==> config.mk <==
export PLATFORM = sky130hd
export DESIGN_NAME = tracker_packet_scheduler_framer_crc8_unit_flat
export DESIGN_NICKNAME = d
export VERILOG_FILES = /design/src/sv/tpsf_pkg.sv /design/src/sv/tpsf_sample_if.sv /design/src/sv/tpsf_byte_if.sv /design/src/sv/tpsf_front.sv /design/src/sv/tpsf_queue.sv /design/src/sv/tpsf_back.sv /design/src/sv/tracker_packet_scheduler_framer_crc8_unit.sv /design/src/flat_wrapper.sv
export SDC_FILE = /design/constraint.sdc
export NUM_CORES = 1
export LEC_CHECK = 0
export ABC_AREA = 1
export CELL_PAD_IN_SITES_DETAIL_PLACEMENT = 1
export CELL_PAD_IN_SITES_GLOBAL_PLACEMENT = 1
export CORE_ASPECT_RATIO = 0.7
export CORE_MARGIN = 4
export CORE_UTILIZATION = 50
export CTS_CLUSTER_SIZE = 28
export DETAILED_ROUTE_END_ITERATION = 10
export DONT_BUFFER_PORTS = 1
export PLACE_DENSITY = 0.87
export SYNTH_ARGS = -nofsm -noshare
export SYNTH_HDL_FRONTEND = slang
export SYNTH_HIERARCHICAL = 1
export SYNTH_SLANG_ARGS = --single-unit
==> constraint.sdc <==
create_clock -name clk -period 4.4 [get_ports clk]
set_clock_uncertainty 0.05 [all_clocks]
set_input_delay 1.32 -clock clk [delete_from_list [all_inputs] [get_ports clk]]
set_output_delay 1.32 -clock clk [all_outputs]
set_load 0.01 [all_outputs]
==> src/sv/tpsf_pkg.sv <==
`timescale 1ns / 1ps
package tpsf_pkg;

    localparam int PKT_LEN      = 12;
    localparam int PKT_BODY_LEN = PKT_LEN - 1;

    localparam logic [3:0] LAST_IDX = 4'(PKT_LEN - 1);

    localparam logic [7:0] CRC_POLY      = 8'h07;
    localparam logic [7:0] CRC_INIT      = 8'hFF;
    localparam logic [7:0] IMU_CODE      = 8'h45;
    localparam logic [7:0] INFO_VERSION  = 8'h01;
    localparam logic [7:0] STATUS_ACTIVE = 8'h01;
    localparam logic [11:0] AZ_MAX       = 12'h7FF;
    localparam logic [11:0] AZ_MIN       = 12'h800;
    localparam logic [3:0] BATT_MAX      = 4'd15;

    localparam logic [7:0]  RATE_DIV_RESET    = 8'd1;
    localparam logic [7:0]  INFO_PER_RESET    = 8'd200;
    localparam logic [7:0]  STATUS_PER_RESET  = 8'd100;

    // packet kinds
    localparam logic [1:0] KIND_ORIENT = 2'd0;
    localparam logic [1:0] KIND_INFO   = 2'd1;
    localparam logic [1:0] KIND_STATUS = 2'd2;

    // config register indexes
    localparam logic [1:0] CFG_RATE_DIV   = 2'd0;
    localparam logic [1:0] CFG_INFO_PER   = 2'd1;
    localparam logic [1:0] CFG_STATUS_PER = 2'd2;
    localparam logic [1:0] CFG_DEVICE_UID = 2'd3;

    typedef struct packed {
        logic [1:0]                         kind;
        logic [PKT_BODY_LEN-1:0][7:0]       body;   // bytes 0..10, header first
    } tpsf_job_t;

    typedef struct packed {
        logic full;
        logic empty;
    } tpsf_q_stat_t;

    typedef enum logic [1:0] {
        FR_IDLE,
        FR_DIV,
        FR_PUSH
    } front_state_t;

    typedef enum logic {
        BK_IDLE,
        BK_SEND
    } back_state_t;

    // One restoring-division step: shift in one dividend bit, subtract if it fits.
    function automatic logic [7:0] rem_step(input logic [7:0] rem, input logic b,
                                            input logic [7:0] d);
        logic [8:0] r;
        r = {rem, b};
        if (r >= {1'b0, d})
            r = r - {1'b0, d};
        return r[7:0];
    endfunction

    // CRC-8, MSB first, one data byte.
    function automatic logic [7:0] crc8_byte(input logic [7:0] c, input logic [7:0] d);
        logic [7:0] x;
        x = c ^ d;
        for (int i = 0; i < 8; i++)
        begin
            if (x[7])
                x = {x[6:0], 1'b0} ^ CRC_POLY;
            else
                x = {x[6:0], 1'b0};
        end
        return x;
    endfunction

endpackage

==> src/sv/tpsf_sample_if.sv <==
`timescale 1ns / 1ps
interface tpsf_sample_if;
    logic              valid;
    logic              ready;
    logic [5:0]        trk_id;
    logic signed [15:0] quat_w;
    logic signed [15:0] quat_x;
    logic signed [15:0] quat_y;
    logic signed [15:0] quat_z;
    logic signed [15:0] accel_z;
    logic [6:0]        batt_pct;
    logic [15:0]       batt_mv;
    logic signed [7:0] temp_c;

    modport source (
        output valid, trk_id, quat_w, quat_x, quat_y, quat_z, accel_z,
               batt_pct, batt_mv, temp_c,
        input  ready
    );
    modport sink (
        input  valid, trk_id, quat_w, quat_x, quat_y, quat_z, accel_z,
               batt_pct, batt_mv, temp_c,
        output ready
    );
endinterface

==> src/sv/tpsf_byte_if.sv <==
`timescale 1ns / 1ps
interface tpsf_byte_if;
    logic       valid;
    logic       ready;
    logic [7:0] pkt_byte;
    logic [3:0] byte_index;
    logic       last_byte;
    logic [1:0] packet_kind;

    modport source (
        output valid, pkt_byte, byte_index, last_byte, packet_kind,
        input  ready
    );
    modport sink (
        input  valid, pkt_byte, byte_index, last_byte, packet_kind,
        output ready
    );
endinterface

==> src/sv/tpsf_front.sv <==
`timescale 1ns / 1ps
module tpsf_front
    import tpsf_pkg::*;
(
    input  logic         clk,
    input  logic         rst_n,
    tpsf_sample_if.sink  smp,
    input  logic [7:0]   rate_div,
    input  logic [7:0]   info_per,
    input  logic [7:0]   status_per,
    input  logic [31:0]  device_uid,
    input  tpsf_q_stat_t q_stat,
    output logic         push,
    output tpsf_job_t    job
);

    front_state_t state_reg, state_next;
    logic [7:0]   cnt_reg, cnt_next;
    logic [2:0]   step_reg, step_next;
    logic [7:0]   rem_rate_reg, rem_info_reg, rem_stat_reg;

    // latched sample (payload, no reset)
    logic [5:0]   id_reg;
    logic [15:0]  qw_reg, qx_reg, qy_reg, qz_reg;
    logic [11:0]  az_reg;
    logic [3:0]   bp_reg;
    logic [15:0]  mv_reg;
    logic [7:0]   temp_reg;

    logic         accept;
    logic         send;
    logic         is_info, is_status;
    logic [1:0]   kind;
    logic [15:0]  half_az;
    logic [11:0]  az_sat;
    logic [3:0]   bp_sat;

    assign smp.ready = (state_reg == FR_IDLE);
    assign accept    = smp.valid && smp.ready;

    // accel halved (floor) and clamped to 12 bits
    assign half_az = smp.accel_z >>> 1;
    always_comb
    begin
        if (half_az[15:11] == 5'b00000 || half_az[15:11] == 5'b11111)
            az_sat = half_az[11:0];
        else if (half_az[15])
            az_sat = AZ_MIN;
        else
            az_sat = AZ_MAX;
    end
    assign bp_sat = smp.batt_pct[6] ? BATT_MAX : smp.batt_pct[5:2];

    // classification from remainders
    assign send      = (rem_rate_reg == 8'd0);
    assign is_info   = (info_per != 8'd0) && (rem_info_reg == 8'd0);
    assign is_status = (status_per != 8'd0) && (rem_stat_reg == 8'd0);
    assign kind      = is_info ? KIND_INFO : (is_status ? KIND_STATUS : KIND_ORIENT);

    always_comb
    begin
        job.kind = kind;
        job.body = '0;
        job.body[0] = {kind, id_reg};
        unique case (kind)
            KIND_INFO:
            begin
                job.body[1] = IMU_CODE;
                job.body[2] = INFO_VERSION;
                job.body[4] = INFO_VERSION;
                job.body[6] = device_uid[7:0];
                job.body[7] = device_uid[15:8];
                job.body[8] = device_uid[23:16];
                job.body[9] = device_uid[31:24];
            end
            KIND_STATUS:
            begin
                job.body[1] = STATUS_ACTIVE;
                job.body[2] = mv_reg[7:0];
                job.body[3] = mv_reg[15:8];
                job.body[4] = temp_reg;
            end
            default:
            begin
                job.body[1]  = qw_reg[7:0];
                job.body[2]  = qw_reg[15:8];
                job.body[3]  = qx_reg[7:0];
                job.body[4]  = qx_reg[15:8];
                job.body[5]  = qy_reg[7:0];
                job.body[6]  = qy_reg[15:8];
                job.body[7]  = qz_reg[7:0];
                job.body[8]  = qz_reg[15:8];
                job.body[9]  = az_reg[7:0];
                job.body[10] = {bp_reg, az_reg[11:8]};
            end
        endcase
    end

    always_comb
    begin
        state_next = state_reg;
        cnt_next   = cnt_reg;
        step_next  = step_reg;
        push       = 1'b0;
        unique case (state_reg)
            FR_IDLE:
            begin
                if (accept)
                begin
                    cnt_next   = cnt_reg + 8'd1;
                    step_next  = 3'd7;
                    state_next = FR_DIV;
                end
            end
            FR_DIV:
            begin
                step_next = step_reg - 3'd1;
                if (step_reg == 3'd0)
                    state_next = FR_PUSH;
            end
            FR_PUSH:
            begin
                if (!send)
                    state_next = FR_IDLE;
                else if (!q_stat.full)
                begin
                    push       = 1'b1;
                    state_next = FR_IDLE;
                end
            end
            default: state_next = FR_IDLE;
        endcase
    end

    always_ff @(posedge clk or negedge rst_n)
    begin
        if (!rst_n)
        begin
            state_reg <= FR_IDLE;
            cnt_reg   <= 8'd0;
            step_reg  <= 3'd0;
        end
        else
        begin
            state_reg <= state_next;
            cnt_reg   <= cnt_next;
            step_reg  <= step_next;
        end
    end

    // remainder datapath: one dividend bit per cycle, three divisors in parallel
    always_ff @(posedge clk)
    begin
        if (accept)
        begin
            rem_rate_reg <= 8'd0;
            rem_info_reg <= 8'd0;
            rem_stat_reg <= 8'd0;
        end
        else if (state_reg == FR_DIV)
        begin
            rem_rate_reg <= rem_step(rem_rate_reg, cnt_reg[step_reg], rate_div);
            rem_info_reg <= rem_step(rem_info_reg, cnt_reg[step_reg], info_per);
            rem_stat_reg <= rem_step(rem_stat_reg, cnt_reg[step_reg], status_per);
        end
    end

    always_ff @(posedge clk)
    begin
        if (accept)
        begin
            id_reg   <= smp.trk_id;
            qw_reg   <= smp.quat_w;
            qx_reg   <= smp.quat_x;
            qy_reg   <= smp.quat_y;
            qz_reg   <= smp.quat_z;
            az_reg   <= az_sat;
            bp_reg   <= bp_sat;
            mv_reg   <= smp.batt_mv;
            temp_reg <= smp.temp_c;
        end
    end

endmodule

==> src/sv/tpsf_queue.sv <==
`timescale 1ns / 1ps
module tpsf_queue
    import tpsf_pkg::*;
(
    input  logic         clk,
    input  logic         rst_n,
    input  logic         push,
    input  tpsf_job_t    push_data,
    input  logic         pop,
    output tpsf_job_t    pop_data,
    output tpsf_q_stat_t stat
);

    tpsf_job_t  mem[2];
    logic       wr_ptr_reg, wr_ptr_next;
    logic       rd_ptr_reg, rd_ptr_next;
    logic [1:0] cnt_reg, cnt_next;
    logic       do_push, do_pop;

    assign stat.full  = (cnt_reg == 2'd2);
    assign stat.empty = (cnt_reg == 2'd0);
    assign do_push    = push && !stat.full;
    assign do_pop     = pop && !stat.empty;
    assign pop_data   = mem[rd_ptr_reg];

    always_comb
    begin
        wr_ptr_next = wr_ptr_reg ^ do_push;
        rd_ptr_next = rd_ptr_reg ^ do_pop;
        cnt_next    = cnt_reg + {1'b0, do_push} - {1'b0, do_pop};
    end

    always_ff @(posedge clk or negedge rst_n)
    begin
        if (!rst_n)
        begin
            wr_ptr_reg <= 1'b0;
            rd_ptr_reg <= 1'b0;
            cnt_reg    <= 2'd0;
        end
        else
        begin
            wr_ptr_reg <= wr_ptr_next;
            rd_ptr_reg <= rd_ptr_next;
            cnt_reg    <= cnt_next;
        end
    end

    always_ff @(posedge clk)
    begin
        if (do_push)
            mem[wr_ptr_reg] <= push_data;
    end

endmodule

==> src/sv/tpsf_back.sv <==
`timescale 1ns / 1ps
module tpsf_back
    import tpsf_pkg::*;
(
    input  logic         clk,
    input  logic         rst_n,
    input  tpsf_q_stat_t q_stat,
    input  tpsf_job_t    q_data,
    output logic         pop,
    tpsf_byte_if.source  out
);

    back_state_t state_reg, state_next;
    tpsf_job_t   job_reg;
    logic [3:0]  idx_reg;
    logic [7:0]  crc_reg;

    logic        out_valid_reg, out_valid_next;
    logic [7:0]  out_byte_reg;
    logic [3:0]  out_idx_reg;
    logic        out_last_reg;
    logic [1:0]  out_kind_reg;

    logic        can_emit, emit, load;
    logic        at_last;
    logic [7:0]  cur_byte;

    assign out.valid       = out_valid_reg;
    assign out.pkt_byte    = out_byte_reg;
    assign out.byte_index  = out_idx_reg;
    assign out.last_byte   = out_last_reg;
    assign out.packet_kind = out_kind_reg;

    assign can_emit = !out_valid_reg || out.ready;
    assign at_last  = (idx_reg == LAST_IDX);
    assign cur_byte = at_last ? crc_reg : job_reg.body[idx_reg];

    always_comb
    begin
        state_next     = state_reg;
        emit           = 1'b0;
        load           = 1'b0;
        out_valid_next = out_valid_reg && !out.ready;
        unique case (state_reg)
            BK_IDLE:
            begin
                if (!q_stat.empty)
                begin
                    load       = 1'b1;
                    state_next = BK_SEND;
                end
            end
            BK_SEND:
            begin
                if (can_emit)
                begin
                    emit           = 1'b1;
                    out_valid_next = 1'b1;
                    if (at_last)
                    begin
                        // chain straight into the next queued packet
                        load       = !q_stat.empty;
                        state_next = q_stat.empty ? BK_IDLE : BK_SEND;
                    end
                end
            end
            default: state_next = BK_IDLE;
        endcase
    end

    assign pop = load;

    always_ff @(posedge clk or negedge rst_n)
    begin
        if (!rst_n)
        begin
            state_reg     <= BK_IDLE;
            out_valid_reg <= 1'b0;
            idx_reg       <= 4'd0;
            crc_reg       <= CRC_INIT;
        end
        else
        begin
            state_reg     <= state_next;
            out_valid_reg <= out_valid_next;
            if (load)
            begin
                idx_reg <= 4'd0;
                crc_reg <= CRC_INIT;
            end
            else if (emit)
            begin
                idx_reg <= idx_reg + 4'd1;
                crc_reg <= crc8_byte(crc_reg, cur_byte);
            end
        end
    end

    always_ff @(posedge clk)
    begin
        if (load)
            job_reg <= q_data;
        if (emit)
        begin
            out_byte_reg <= cur_byte;
            out_idx_reg  <= idx_reg;
            out_last_reg <= at_last;
            out_kind_reg <= job_reg.kind;
        end
    end

endmodule

==> src/sv/tracker_packet_scheduler_framer_crc8_unit.sv <==
`timescale 1ns / 1ps
// Sensor-sample packet framer with CRC-8 (poly 0x07, init 0xFF).
// sample_ch (valid/ready) takes one sensor sample per word. Each sample bumps
//   an 8-bit wrapping counter; when the count is a multiple of the send
//   divider a 12-byte packet (info, status or orientation) is built.
// byte_ch (valid/ready) delivers that packet one byte per word, index 0..11,
//   last_byte set on the trailing CRC byte.
// Config: cfg_we/cfg_index/cfg_data write the send divider, info_period,
//   status_period and device_uid; write only while the block is idle.
// Front: accept, 8 restoring-remainder steps for the three divisors in
//   parallel, then classify and queue push; no new sample is taken until done.
// Back: one byte a cycle through the output register while byte_ch is not stalled,
//   CRC updated one byte per cycle. A 2-entry packet queue sits between them.
// Reset: counter 0, send divider 1, info_period 200, status_period 100,
//   device_uid 0, queue and output empty.
// Stall: a stalled byte_ch holds its word; the back stops, the queue fills,
//   then the front holds its packet and sample_ch.ready stays low.
module tracker_packet_scheduler_framer_crc8_unit
    import tpsf_pkg::*;
(
    input  logic         clk,
    input  logic         rst_n,
    tpsf_sample_if.sink  sample_ch,
    tpsf_byte_if.source  byte_ch,
    input  logic         cfg_we,
    input  logic [1:0]   cfg_index,
    input  logic [31:0]  cfg_data
);

    logic [7:0]   rate_div_reg;
    logic [7:0]   info_per_reg;
    logic [7:0]   status_per_reg;
    logic [31:0]  uid_reg;

    tpsf_q_stat_t q_stat;
    tpsf_job_t    push_job, pop_job;
    logic         push, pop;

    // Config registers; a zero send divider is stored as one.
    always_ff @(posedge clk or negedge rst_n)
    begin
        if (!rst_n)
        begin
            rate_div_reg   <= RATE_DIV_RESET;
            info_per_reg   <= INFO_PER_RESET;
            status_per_reg <= STATUS_PER_RESET;
            uid_reg        <= 32'd0;
        end
        else if (cfg_we)
        begin
            unique case (cfg_index)
                CFG_RATE_DIV:
                    rate_div_reg <= (cfg_data[7:0] == 8'd0) ? RATE_DIV_RESET : cfg_data[7:0];
                CFG_INFO_PER:   info_per_reg   <= cfg_data[7:0];
                CFG_STATUS_PER: status_per_reg <= cfg_data[7:0];
                CFG_DEVICE_UID: uid_reg        <= cfg_data;
            endcase
        end
    end

    // Front: count, divide, classify, assemble the 11 header/body bytes.
    tpsf_front u_front (
        .clk        (clk),
        .rst_n      (rst_n),
        .smp        (sample_ch),
        .rate_div   (rate_div_reg),
        .info_per   (info_per_reg),
        .status_per (status_per_reg),
        .device_uid (uid_reg),
        .q_stat     (q_stat),
        .push       (push),
        .job        (push_job)
    );

    // Packet queue decoupling front and back.
    tpsf_queue u_queue (
        .clk       (clk),
        .rst_n     (rst_n),
        .push      (push),
        .push_data (push_job),
        .pop       (pop),
        .pop_data  (pop_job),
        .stat      (q_stat)
    );

    // Back: serialize bytes and append the CRC.
    tpsf_back u_back (
        .clk    (clk),
        .rst_n  (rst_n),
        .q_stat (q_stat),
        .q_data (pop_job),
        .pop    (pop),
        .out    (byte_ch)
    );

endmodule

==> src/flat_wrapper.sv <==
// flat-port wrapper written by rule: the top's interface ports become plain ports
module tracker_packet_scheduler_framer_crc8_unit_flat import tpsf_pkg::*;
  (clk, rst_n, cfg_we, cfg_index, cfg_data, sample_ch_valid, sample_ch_trk_id, sample_ch_quat_w, sample_ch_quat_x, sample_ch_quat_y, sample_ch_quat_z, sample_ch_accel_z, sample_ch_batt_pct, sample_ch_batt_mv, sample_ch_temp_c, sample_ch_ready, byte_ch_valid, byte_ch_pkt_byte, byte_ch_byte_index, byte_ch_last_byte, byte_ch_packet_kind, byte_ch_ready);
  tpsf_sample_if sample_ch_i ();
  tpsf_byte_if byte_ch_i ();
  input  logic clk;
  input  logic rst_n;
  input  logic cfg_we;
  input  logic [1:0] cfg_index;
  input  logic [31:0] cfg_data;
  input wire logic [$bits(sample_ch_i.valid)-1:0] sample_ch_valid;
  input wire logic [$bits(sample_ch_i.trk_id)-1:0] sample_ch_trk_id;
  input wire logic [$bits(sample_ch_i.quat_w)-1:0] sample_ch_quat_w;
  input wire logic [$bits(sample_ch_i.quat_x)-1:0] sample_ch_quat_x;
  input wire logic [$bits(sample_ch_i.quat_y)-1:0] sample_ch_quat_y;
  input wire logic [$bits(sample_ch_i.quat_z)-1:0] sample_ch_quat_z;
  input wire logic [$bits(sample_ch_i.accel_z)-1:0] sample_ch_accel_z;
  input wire logic [$bits(sample_ch_i.batt_pct)-1:0] sample_ch_batt_pct;
  input wire logic [$bits(sample_ch_i.batt_mv)-1:0] sample_ch_batt_mv;
  input wire logic [$bits(sample_ch_i.temp_c)-1:0] sample_ch_temp_c;
  output wire logic [$bits(sample_ch_i.ready)-1:0] sample_ch_ready;
  output wire logic [$bits(byte_ch_i.valid)-1:0] byte_ch_valid;
  output wire logic [$bits(byte_ch_i.pkt_byte)-1:0] byte_ch_pkt_byte;
  output wire logic [$bits(byte_ch_i.byte_index)-1:0] byte_ch_byte_index;
  output wire logic [$bits(byte_ch_i.last_byte)-1:0] byte_ch_last_byte;
  output wire logic [$bits(byte_ch_i.packet_kind)-1:0] byte_ch_packet_kind;
  input wire logic [$bits(byte_ch_i.ready)-1:0] byte_ch_ready;
  assign sample_ch_i.valid = sample_ch_valid;
  assign sample_ch_i.trk_id = sample_ch_trk_id;
  assign sample_ch_i.quat_w = sample_ch_quat_w;
  assign sample_ch_i.quat_x = sample_ch_quat_x;
  assign sample_ch_i.quat_y = sample_ch_quat_y;
  assign sample_ch_i.quat_z = sample_ch_quat_z;
  assign sample_ch_i.accel_z = sample_ch_accel_z;
  assign sample_ch_i.batt_pct = sample_ch_batt_pct;
  assign sample_ch_i.batt_mv = sample_ch_batt_mv;
  assign sample_ch_i.temp_c = sample_ch_temp_c;
  assign sample_ch_ready = sample_ch_i.ready;
  assign byte_ch_valid = byte_ch_i.valid;
  assign byte_ch_pkt_byte = byte_ch_i.pkt_byte;
  assign byte_ch_byte_index = byte_ch_i.byte_index;
  assign byte_ch_last_byte = byte_ch_i.last_byte;
  assign byte_ch_packet_kind = byte_ch_i.packet_kind;
  assign byte_ch_i.ready = byte_ch_ready;
  tracker_packet_scheduler_framer_crc8_unit u_core (.clk(clk), .rst_n(rst_n), .sample_ch(sample_ch_i), .byte_ch(byte_ch_i), .cfg_we(cfg_we), .cfg_index(cfg_index), .cfg_data(cfg_data));
endmodule
## Word level (Yosys, flattened, before mapping)

Memory sizes are Yosys's and may differ from the RTL's. A register that Yosys moved wholly into a read port is not among the register bits.
Cells that the tools add are included.

| storage, ports and cells | value |
|---|---|
| RAM bits | 180 |
| register bits | 236 |
| logic and storage cells | 170 |
| bits of input ports | 156 |
| output and inout port bits | 17 |
| memories kept | 1 |

| cells by class | value |
|---|---|
| $lt $le $gt $ge | 5 |
| bitwise logic cells | 12 |
| equality and inequality tests | 13 |
| $add $sub $neg | 8 |
| reduce and logical (&&, ||, !) cells | 33 |
| multiplexer cells | 68 |

Memory list:

| name | depth | width | rd ports | clocked after Yosys merged registers in | wr ports | RTL line | text |
|---|---|---|---|---|---|---|---|
| u_core.u_queue.mem | 2 | 90 | 1 | 1 | 1 | tpsf_queue.sv:14 | `tpsf_job_t mem[2];` |

Operator list:

| kind | count |
|---|---|
| $mux W8 | 24 |
| $pmux W32 S2 | 1 |
| $bmux W8 S4 | 1 |
| $logic_not A8 Y1 | 4 |
| $pmux W16 S2 | 1 |
| $pmux W8 S2 | 2 |
| $ge A9 B8 Y1 | 3 |
| $mux W3 | 9 |
| $mux W12 | 2 |
| $not A3 Y3 | 8 |
| $sub A8 B8 Y8 | 3 |
| $reduce_bool A8 Y1 | 2 |
| $mux W1 | 15 |
| $mux W2 | 6 |
| $reduce_and A2 Y1 | 6 |
| $eq A2 B2 Y1 const B | 5 |
| $add A8 B1 Y8 const B | 1 |
| $mux W4 | 2 |
| $xor A8 B8 Y8 | 1 |
| $eq A2 B1 Y1 const B | 3 |
| $logic_and A1 B1 Y1 | 6 |
| $logic_not A2 Y1 | 3 |
| $pmux W2 S3 | 1 |
| $pmux W3 S2 | 1 |
| other kinds (22) | 29 |

## Depth between registers and ports, before layout

| depth | value |
|---|---|
| word-level depth | 36 |
| depth in mapped cells | 18 |
| mapped depth without buffers | 17 |

## By module

Netlist, hierarchy kept.

By module, submodules not included:

| module | sequential area each (um2) | cells an instance | instances | area each (um2) |
|---|---|---|---|---|
| tpsf_front | 4108.9 | 898 | 1 | 7688.6 |
| tpsf_queue | 5505.3 | 501 | 1 | 6842.8 |
| tpsf_back | 3513.4 | 502 | 1 | 5306.3 |
| tracker_packet_scheduler_framer_crc8_unit | 1410.1 | 224 | 1 | 2127.0 |

## Worst setup path before layout

Ideal clock, no wire load.

| path | value |
|---|---|
| kind | input -> register |
| from | input port byte_ch_ready |
| to | register u_core.u_queue.cnt_reg[1] |
| slack | 642 ps |
| path buffers | 1 |
| stages | 13 |
| required time | 4234 ps |
| library setup time | 116 ps |
| arrival time | 3592 ps |
| path through | nor2_1 -> inv_1 -> a21oi_1 -> nor2_1 -> buf_2 -> nand2_1 -> inv_1 -> ha_1 -> inv_1 -> ha_1 -> inv_1 -> nand2_1 -> nand2_1 |

| between the ends | value |
|---|---|
| cells in the longest elaborated chain, start to end | 5 |

RTL lines:

| what | RTL line | text |
|---|---|---|
| start: declaration | flat_wrapper.sv:27 | `input wire logic [$bits(byte_ch_i.ready)-1:0] byte_ch_ready;` |
| $logic_or A1 B1 Y1 | tpsf_back.sv:34 | `assign can_emit = !out_valid_reg \|\| out.ready;` |
| $mux W1 | tpsf_back.sv:55 | `if (can_emit)` |
| $pmux W1 S2 | tpsf_back.sv:44 | `unique case (state_reg)` |
| via u_core.pop | tracker_packet_scheduler_framer_crc8_unit.sv:37 | `logic push, pop;` |
| $logic_and A1 B1 Y1 | tpsf_queue.sv:23 | `assign do_pop = pop && !stat.empty;` |
| $sub A2 B1 Y2 | tpsf_queue.sv:30 | `cnt_next = cnt_reg + {1'b0, do_push} - {1'b0, do_pop};` |
| via u_core.u_queue.cnt_next[1] | tpsf_queue.sv:17 | `logic [1:0] cnt_reg, cnt_next;` |
| end signal: assignment | tpsf_queue.sv:45 | `cnt_reg <= cnt_next;` |
| end: declaration | tpsf_queue.sv:17 |  |

The timed path passes the listed nets, and every way through them passes these cells.
A chain may end at the register's enable or synchronous reset.

## Worst setup path after layout

| path | value |
|---|---|
| from | register u_core.u_back.idx_reg[2] |
| to | register u_core.u_back.idx_reg[1] |

| between the ends | value |
|---|---|
| cells in the longest elaborated chain, start to end | 5 |
| elaborated cells between the ends (all ways) | 6 |
| classes of those cells | 1 x eq/ne; 4 x mux; 1 x reduce/logical |

RTL lines:

| what | RTL line | text |
|---|---|---|
| start: declaration | tpsf_back.sv:15 | `logic [3:0] idx_reg;` |
| start signal: assignment | tpsf_back.sv:93 | `idx_reg <= idx_reg + 4'd1;` |
| $eq A4 B4 Y1 * | tpsf_back.sv:35 | `assign at_last = (idx_reg == LAST_IDX);` |
| via u_core.u_back.at_last | tpsf_back.sv:25 | `logic at_last;` |
| $mux W1 * | tpsf_back.sv:59 | `if (at_last)` |
| $mux W1 * | tpsf_back.sv:55 |  |
| $pmux W1 S2 * | tpsf_back.sv:44 |  |
| via u_core.pop | tracker_packet_scheduler_framer_crc8_unit.sv:37 |  |
| $mux W4 / $reduce_bool A2 Y1 (equally long branches) | - |  |

The timed path passes the listed nets; every way through them passes the cells marked *.

==> results.cfg <==
[outcome]
status = finished clean

[power_and_ir_drop]
ir_drop_mv = 0.408
cellLeakagePower_nw = 10.2
power.density_nw_per_um2 = 685

[sta]
slew-limit-headroom_pct = 26.0
final_period_minus_worst_setup_slack_ns = 3.64
unrepaired_setup_endpoints_after_global_routing = no
holdWs_ns = 0.391
timing_hold_violations_final = 0
slew_violations = 0
setup_viol = 0
max_freq_ghz = 0.275
fin_setup_tns_ns = 0
finalCritPeriodShare_pct = 82.7
worstMarginPinSlew_ns = 1.11
fin_ws_ns = 0.763

[drt]
via_count = 15200
post_drt_wl_per_cell_um = 22.4
drc_errors = 0
drt-pass1-iter-count = 5
count_of_nets_left_with_antenna_violations_after_detail_routing = 0
initialDrtViolationCount = 1493
postRouteWirelength_um = 61600
route.detailed.vias_per_inst = 5.54

[floorplanning]
die_width_um = 259
top_level_ports = 173
fp.dieArea_um2 = 47400
floorplan.core_area_um2 = 42900
floorplan.initialDensity_pct = 51.2
rows = 63
die_y_um = 183

[yosys]
yosysSeqAreaShare_pct = 66.2
synthDistinctLibCells = 46
area_share_of_the_largest_cell_type_after_synthesis_pct = 54.0
postSynthCellCount = 2125
synth.ff_latch_count = 506
netlist_top_cells_area = sky130_fd_sc_hd__edfxtp_1 54%, sky130_fd_sc_hd__nand2_1 14%, sky130_fd_sc_hd__dfrtp_1 8.2%
synth-edff-count = 395
synth_top_area_cell = sky130_fd_sc_hd__edfxtp_1
ys_warn_count = 6
synth_area_um2 = 22000
ys_dominant_reg_cell = sky130_fd_sc_hd__edfxtp_1
async_flop_share_pct = 17.2
avgSynthCellArea_um2 = 10.3
synth_nets = 2319

[grt]
wire_length_of_the_first_global_routing_pass_um = 94800
largest_net_degree_at_the_start_of_global_routing = 92
first_global_vias = 16200
initial_antenna_violation_count = 3
overall_routing_resource_usage_pct = 25.8
grt_residual_overflow = 0

[setup_path]
critPathMaxFanout = 74
rr_worst_depth = 11
path_buf_inv = 4
worstPathRequired_ns = 4.82
worstSetupEndpointType = flop
timing.critical_path.from_type = flop
crit_arrival_ns = 4.06
worst-setup-path-type = flop to flop
cp_slowest_stage_delay_ns = 0.91
crit_path_top_delay_cell = sky130_fd_sc_hd__buf_4
crit_chain = inv_4, nand2_1, nor2_4, a21oi_1, nor2_4, buf_4, nor2_1, inv_1, nor2_1, a31oi_1, inv_1
critical_path_cell_count = 11
path_delay_family = buffers and inverters

[final_layout]
syn_to_final_growth_pct = 8.89
layout.nets = 2317
layout_commonest_cell = sky130_fd_sc_hd__nand2_1
largest_register_ffs = 180
final_cell_mix = 832 x sky130_fd_sc_hd__nand2_1, 395 x sky130_fd_sc_hd__edfxtp_1, 214 x sky130_fd_sc_hd__inv_1, 139 x sky130_fd_sc_hd__nand3_1, 98 x sky130_fd_sc_hd__nor2_1
stdcell_count = 2751
drive_gt1_share_pct = 7.67

[place]
place_congestion = 0.863
port-buffer-count = 0
hpwlAfterDp_um = 40900
dp_cells = 2658
place_ws_ns = 0.476

[min_path]
worst_hold_path.num_cells = 0
hp-class = flop to flop

[clock_tree]
insertion_delay_ns = 0.59
ctsRootBufferMaster = sky130_fd_sc_hd__clkbuf_16
cts.clk_slew.worst_paths_ns = 0.06
cts.repair.resized = 0
post_cts.repair.setup_buffers = 0
cts_htree_levels = 2
max-clock-path-buffers = 3
number_of_buffers_added_by_the_clock_tree_synthesis_step = 48
clock_sinks = 506
cts_hold_buf = 0
tritoncts = yes

[flow_run]
max_cap_violations = 0
## synthesized netlist by cell type, types with 9 or more instances
cell,instances
sky130_fd_sc_hd__clkbuf_8,9
sky130_fd_sc_hd__dfxtp_1,24
sky130_fd_sc_hd__nand4_1,23
sky130_fd_sc_hd__edfxtp_1,395
sky130_fd_sc_hd__a21oi_1,20
sky130_fd_sc_hd__buf_2,31
sky130_fd_sc_hd__or2_2,9
sky130_fd_sc_hd__o21ai_0,76
sky130_fd_sc_hd__nand2_2,16
sky130_fd_sc_hd__buf_6,11
sky130_fd_sc_hd__dfrtp_1,72
sky130_fd_sc_hd__inv_2,9
sky130_fd_sc_hd__dfstp_2,15
sky130_fd_sc_hd__nor2_1,100
sky130_fd_sc_hd__nand2_1,832
sky130_fd_sc_hd__nand3_1,139
sky130_fd_sc_hd__inv_1,214
sky130_fd_sc_hd__ha_1,35
sky130_fd_sc_hd__xor2_1,16
## worst register-to-register path, stage by stage (launching register included)
cell and delay (ns):
sky130_fd_sc_hd__dfrtp_1 0.53, sky130_fd_sc_hd__inv_4 0.20, sky130_fd_sc_hd__nand2_1 0.13, sky130_fd_sc_hd__nor2_4 0.21, sky130_fd_sc_hd__a21oi_1 0.17, sky130_fd_sc_hd__nor2_4 0.65
sky130_fd_sc_hd__buf_4 0.92, sky130_fd_sc_hd__nor2_1 0.18, sky130_fd_sc_hd__inv_1 0.15, sky130_fd_sc_hd__nor2_1 0.07, sky130_fd_sc_hd__a31oi_1 0.19, sky130_fd_sc_hd__inv_1 0.07
## area by class of cell
cell class	count	area (µm²)
Clock inverter	25	223
Fill cell	4665	19000
Tap cell	585	732
Timing Repair Buffer	14	143
Sequential cell	506	14500
Clock buffer	65	1300
Inverter	226	857
Multi-Input combinational cell	1327	6110
Antenna cell	3	7.51
## per-stage QoR
stage / power [mW] / area, µm² / util, %
finish: 16.4 / 23900 / 55.8
global route: 17.4 / 23900 / 55.8
CTS: 16.4 / 23900 / 55.8
detailed placement: 12.2 / 22400 / 52.2
global placement: 11.7 / 22400 / 52.2
floorplan: 10.6 / 22000 / -
## power by group
| group | internal [mW] | total (mW) | switching (mW) |
|---|---|---|---|
| sequential | 6.18 | 6.64 | 0.459 |
| combinational | 1.58 | 5.69 | 4.11 |
| clock | 2.22 | 4.06 | 1.84 |
## logic make-up after synthesis
family | after synthesis | synth area share, %
compound gates | 116 | 2.88
xor+xnor | 18 | 0.718
fa+ha+maj | 38 | 2.27
buf+inv | 292 | 6.14
flops | 506 | 66.2
simple gates | 1155 | 21.8
## routing by layer
metal | vias to the layer above | share of wire [%] | wire (µm) | track usage, %
met2 | 545 | 50 | 30900 | 44.4
met4 | 0 | 2.3 | 1400 | 5.91
met3 | 106 | 5.9 | 3660 | 3.89
li1 | 6930 | - | - | -
met1 | 7651 | 42 | 25600 | 35.1
met5 | - | 0 | 0 | 0
## final timing paths
kind | slack [ns] | startpoint | end
max in group asynchronous | 3.61 | rst_n | u_core/info_per_reg[7]
min in group asynchronous | 0.40 | rst_n | u_core/u_back/idx_reg[1]
min reg2reg | 0.39 | u_core/u_back/job_reg[89] | u_core/u_back/out.packet_kind[1]
min | 0.39 | u_core/u_back/job_reg[89] | u_core/u_back/out.packet_kind[1]
max | 0.76 | u_core/u_back/idx_reg[2] | u_core/u_back/idx_reg[1]
max reg2reg | 0.76 | u_core/u_back/idx_reg[2] | u_core/u_back/idx_reg[1]
Note: power is estimated with default switching activity, not from simulation.
